==> config.mk <==
export PLATFORM = sky130hd
export DESIGN_NAME = alc_mul
export DESIGN_NICKNAME = d
export VERILOG_FILES = /design/src/ancestor_likelihood_combine_assert.svh /design/src/alc_pkg.sv /design/src/alc_mul.sv
export SDC_FILE = /design/constraint.sdc
export NUM_CORES = 2
export LEC_CHECK = 0
export BUFFER_PORTS_ARGS = -buffer_cell sky130_fd_sc_hd__buf_2
export CORE_MARGIN = 3
export CORE_UTILIZATION = 25
export CTS_CLUSTER_SIZE = 20
export DETAILED_ROUTE_END_ITERATION = 16
export SLEW_MARGIN = 5
export SYNTH_ARGS = -nofsm -noshare
export SYNTH_HDL_FRONTEND = slang
export SYNTH_SLANG_ARGS = --single-unit
==> constraint.sdc <==
create_clock -name i_clk -period 13.51 [get_ports i_clk]
set_input_delay 0.6755 -clock i_clk [delete_from_list [all_inputs] [get_ports i_clk]]
set_output_delay 0.6755 -clock i_clk [all_outputs]
set_load 0.02 [all_outputs]
==> src/ancestor_likelihood_combine_assert.svh <==
// ---------------------------------------------------------------------------
// ancestor_likelihood_combine_assert.svh
// assertion macros for the ancestor likelihood combine block
// ---------------------------------------------------------------------------
`ifndef ANCESTOR_LIKELIHOOD_COMBINE_ASSERT_SVH
`define ANCESTOR_LIKELIHOOD_COMBINE_ASSERT_SVH

`ifndef SYNTH
// same-cycle implication, sampled on i_clk, off during reset
`define ALC_ASSERT_IMP(lbl, ante, cons) \
    lbl: assert property (@(posedge i_clk) disable iff (!i_rst_n) (ante) |-> (cons)) \
        else $error("assertion failed");
// next-cycle implication
`define ALC_ASSERT_NXT(lbl, ante, cons) \
    lbl: assert property (@(posedge i_clk) disable iff (!i_rst_n) (ante) |=> (cons)) \
        else $error("assertion failed");
`else
`define ALC_ASSERT_IMP(lbl, ante, cons)
`define ALC_ASSERT_NXT(lbl, ante, cons)
`endif

`endif

==> src/alc_pkg.sv <==
// ---------------------------------------------------------------------------
// alc_pkg
// shared types, constants and table builder for the likelihood combine block
// ---------------------------------------------------------------------------
`default_nettype none

package alc_pkg;

    localparam int NUM_MATRICES = 1024;
    localparam int IDX_W        = $clog2(NUM_MATRICES);
    localparam int E_W          = 25;
    localparam int REST_W       = 23;
    localparam int TBL_W        = E_W + REST_W;
    localparam int MUL_A_W      = 35;
    localparam int MUL_B_W      = 32;
    localparam int PROD_W       = MUL_A_W + MUL_B_W;

    // configuration register indexes
    localparam logic [1:0] CFG_LEFT_LEN  = 2'd0;
    localparam logic [1:0] CFG_RIGHT_LEN = 2'd1;

    localparam logic [31:0] QUARTER  = 32'h0040_0000;
    localparam logic [34:0] TINY_SUM = 35'd168;
    localparam logic [34:0] NORM_SUM = 35'h0040_0000;

    typedef logic [TBL_W-1:0] t_table [NUM_MATRICES];

    typedef enum logic [3:0] {
        ST_IDLE,
        ST_IDXL,
        ST_IDXR,
        ST_ROML,
        ST_ROMR,
        ST_TRL,
        ST_BASR,
        ST_TRR,
        ST_PRD,
        ST_PLST,
        ST_SUM,
        ST_NORM,
        ST_FIN
    } t_state;

    // restoring long division, only used while the table is built
    function automatic longint unsigned udiv64(input longint unsigned num,
                                               input longint unsigned den);
        longint unsigned quo;
        logic [64:0]     rem;
        quo = '0;
        rem = '0;
        for (int b = 63; b >= 0; b--) begin
            rem = {rem[63:0], num[b]};
            if (rem >= {1'b0, den}) begin
                rem    = rem - {1'b0, den};
                quo[b] = 1'b1;
            end
        end
        return quo;
    endfunction

    // e^-d in Q24 for table entry idx, from a truncated Taylor sum of e^d
    function automatic longint unsigned exp_neg_q24(input int idx);
        longint unsigned num;
        longint unsigned term;
        longint unsigned sum;
        num  = 64'(2 * (idx + 1));
        term = 64'd1 << 36;
        sum  = term;
        for (int kk = 1; kk < 64; kk++) begin
            if (term != 64'd0) begin
                term = udiv64(term * num, 64'(NUM_MATRICES) * 64'(kk));
                sum  = sum + term;
            end
        end
        return udiv64((64'd1 << 60) + (sum >> 1), sum);
    endfunction

    // entry holds {e, rest}; diag - rest equals e
    function automatic t_table build_table();
        t_table          tbl;
        longint unsigned e;
        longint unsigned rest;
        for (int i = 0; i < NUM_MATRICES; i++) begin
            e = exp_neg_q24(i);
            if (e > (64'd1 << 24)) begin
                e = 64'd1 << 24;
            end
            rest   = udiv64((64'd1 << 24) - e + 64'd2, 64'd5);
            tbl[i] = {e[E_W-1:0], rest[REST_W-1:0]};
        end
        return tbl;
    endfunction

    // round a Q48 value back to Q24 and saturate to 32 bits
    function automatic logic [31:0] round_sat(input logic [PROD_W:0] x);
        logic [PROD_W+1:0] t;
        t = {1'b0, x} + (PROD_W+2)'(24'h80_0000);
        if (|t[PROD_W+1:56]) begin
            return 32'hFFFF_FFFF;
        end
        return t[55:24];
    endfunction

endpackage

`default_nettype wire

==> src/alc_mul.sv <==
// ---------------------------------------------------------------------------
// alc_mul
// shared unsigned multiplier with a registered product
// ---------------------------------------------------------------------------
`default_nettype none

module alc_mul (
    input  wire logic                         i_clk,
    input  wire logic [alc_pkg::MUL_A_W-1:0]  i_a,
    input  wire logic [alc_pkg::MUL_B_W-1:0]  i_b,
    output logic      [alc_pkg::PROD_W-1:0]   o_prod
);

    // one product per cycle, result in the next cycle
    always_ff @(posedge i_clk) begin
        o_prod <= alc_pkg::PROD_W'(i_a) * alc_pkg::PROD_W'(i_b);
    end

endmodule

`default_nettype wire

==> summary.txt <==
Run status
  – Status: finished clean

STA
  – Slew margin rel.: 36.7%
  – Hold Fails Final Rpt: 0
  – Final slew viol count: 0
  – RSZ-0062 raised after global routing: no
  – Max Fclk: 114 MHz
  – Final Cycle Share: about two thirds
  – Tmin final: 8740 ps
  – Final TNS setup: 0 ps
  – # setup viols final: 0
  – Worst-margin pin slew: roughly 950 ps

Hold path
  – Hold Crit Class: in -> reg
  – Startpoint of the worst hold path: i_a[0]

Flow run
  – Max_cap viols: 0

Die
  – Top-level port count: approximately 140
  – Initial core utilization: 25.2%
  – Die height: about 400 µm
  – Die Area: 154000 µm²
  – Row cnt: ~140
  – Die width: around 390 µm
  – Core Region: approximately 150000 µm²

Finish
  – Proportion of layout cells with a drive suffix above 1: ~4.5%
  – Largest Register: o_prod
  – Top Registers: o_prod: 67 flops
  – Post-layout instance area: ~40000 µm²
  – Max FFs per register: 67
  – Nets: roughly 5400
  – Area Overhead vs Synth: 7.03%

Routing
  – Drt wl/cell: 17.5 µm
  – Vias per cell: around 4.5
  – Initial DRC count: 1500
  – Post-DRT Antenna Nets: 0
  – TritonRoute pass-1 iters: 6
  – Routed Wire Length: 104000 µm
  – Via count: ~27000
  – Drc violations: 0

Yosys
  – Mapped Nets: 5427
  – Post-synthesis simple-gate area fraction: 16.9%
  – Largest family of logic cells by synthesized area: adder cells
  – Xor and xnor fraction of the mapped netlist area: roughly 1.5%
  – Mapped Area: 37300 µm²
  – Top-count cell post-synth: fa_1
  – Mean post-synth cell area: slightly above 9 µm²
  – Cell count after synthesis: around 4100
  – Synth top cells by count: 986 x fa_1, 973 x inv_1, 685 x nand2_1
  – Synth async-reset ratio: 0%
  – Number of synthesized register bits: 67
  – Yosys top cell area share: a little over half
  – Seq/Total Area, Yosys: about 3.6%
  – Synth area leader: fa_1
  – Synth unique cells: 64
  – Warnings from Yosys: 0
  – Synth Flop Type: dfxtp_1
  – Compound-gate portion of the synthesized area: 4.05%
  – Post-synth EDFFs: 0
  – Fraction of the mapped netlist area in adder cells: 61.8%
  – Area contributors post-synth: fa_1 53%, inv_1 9.8%, ha_1 8.9%
  – Multiplexer area fraction after synthesis: 0%

GRT
  – First-pass GRT wire length: between 150000 and 200000 µm
  – Initial antenna violation count: 22
  – GRT Util Overall: between 10 and 15%
  – Number of global-route vias before repair: around 30000
  – Pin count of the biggest net entering global routing: 36
  – Total gr overflow: 0

Critical path
  – Critical path launch point type: input pin
  – Worst path required time: between 10000 and 15000 ps
  – Arrival time worst endpoint: around 9000 ps
  – CP Capture Point: o_prod[64]
  – Critical path endpoint category: register
  – WS Path Type: in -> reg
  – Crit Path Max Fanout: 35
  – Critical Path Source: i_b[9]

CTS
  – Clock Tree Buf Depth: 2
  – Clk root buf: clkbuf_16
  – Cts-stage hold buffer count: 0
  – Total CTS buffers: 9
  – Clk slew on worst S/H paths: 70 ps
  – H-tree depth: 3
  – CTS tree: yes
  – Post-CTS setup buffer count: 0
  – Clock sink count: between 60 and 70
  – CTS resizes: 0

Place
  – PortBufs: 134
  – Gpl congestion: 0.894
  – Post-DP HPWL: between 80000 and 90000 µm
  – DP Area: ~40000 µm²
-- final cells by class --
| type | count | area [µm²] |
|---|---|---|
| antenna | 2 | 5.00 |
| inverter | 973 | 3650 |
| clock buffer | 11 | 253 |
| clock inverter | 5 | 83.8 |
| timing repair buffer | 141 | 723 |
| multi-input combinational | 2841 | 31500 |
| fill | 15800 | 108000 |
| sequential | 67 | 1340 |
| tap | 1930 | 2410 |
-- stage by stage --
stage                     instances  hold WS, ps  utilization, %  setup slack [ps]
after global placement         5952         1090            26.7              4590
final                          5970          891            27.0              4770
after floorplan                4107          803               -              5980
after CTS                      5968          877            27.0              4890
after global routing           5968          883            27.0              4530
after detailed placement       5952         1090            26.7              4500
-- how the worst min path moves through the flow --
stage	endpoint	slack, ps	cells past startpoint
after global routing	o_prod[0]	880	3
after detailed placement	o_prod[3]	1090	1
final	o_prod[0]	890	3
after global placement	o_prod[20]	1090	1
after CTS	o_prod[0]	880	3
after floorplan	o_prod[0]	800	1
-- critical path, cell delays in order --
cell	delay (ps)
buf_2	660
and2_1	260
fa_1	460
fa_1	570
inv_1	60
fa_1	500
fa_1	520
inv_1	60
fa_1	560
fa_1	460
fa_1	540
inv_1	60
fa_1	490
inv_1	40
ha_1	370
nand2_1	190
nor3_1	290
nand3_1	200
nor4_1	610
o211ai_2	310
a31oi_2	420
a21oi_4	120
o41ai_2	360
xor2_1	160
-- layer usage --
metal / share of wire (%) / global-route usage (%) / vias to the layer above
li1: - / - / 11700
met1: 37 / 16.2 / 14200
met2: 54 / 26.6 / 791
met3: 4.4 / 1.74 / 224
met4: 4.1 / 4.90 / 2
met5: 0.012 / 0 / -
-- placed cells by master, fill, tap and decap left out, types with 3 or more instances in the layout --
cell,synthesis,layout
o2111ai_1,3,3
ha_1,266,266
o221ai_1,4,4
a21oi_2,3,3
buf_2,8,134
a211o_1,4,4
xnor2_1,41,41
nor2_1,45,45
a31oi_1,6,6
nand2b_1,3,3
nor3_1,7,7
buf_4,0,7
o211ai_1,4,4
nand3b_1,3,3
dfxtp_1,67,67
clkbuf_16,0,9
nand4_1,15,15
a21o_1,22,22
nand2_1,685,685
fa_1,986,986
and4_1,3,3
nor2b_1,3,3
o21a_1,4,4
o31ai_1,6,6
o21ai_0,36,36
a211oi_1,14,14
and2_1,505,505
a21oi_1,70,70
o21ai_1,8,8
inv_1,973,973
o21bai_1,17,17
nand3_1,12,12
xor2_1,24,24
and3_1,4,4
-- cells by family (layout without fill, tap and decap cells) --
logic type	count (synthesis)	in the layout
compound gates	226	226
xor+xnor	65	65
fa+ha+maj	1252	1252
buf+inv	1199	1130
flops	67	67
other cells	0	2
simple gates	1298	1298
Power is not shown: default switching activity piles up to over one toggle a cycle in this logic, so the estimate is an artifact.
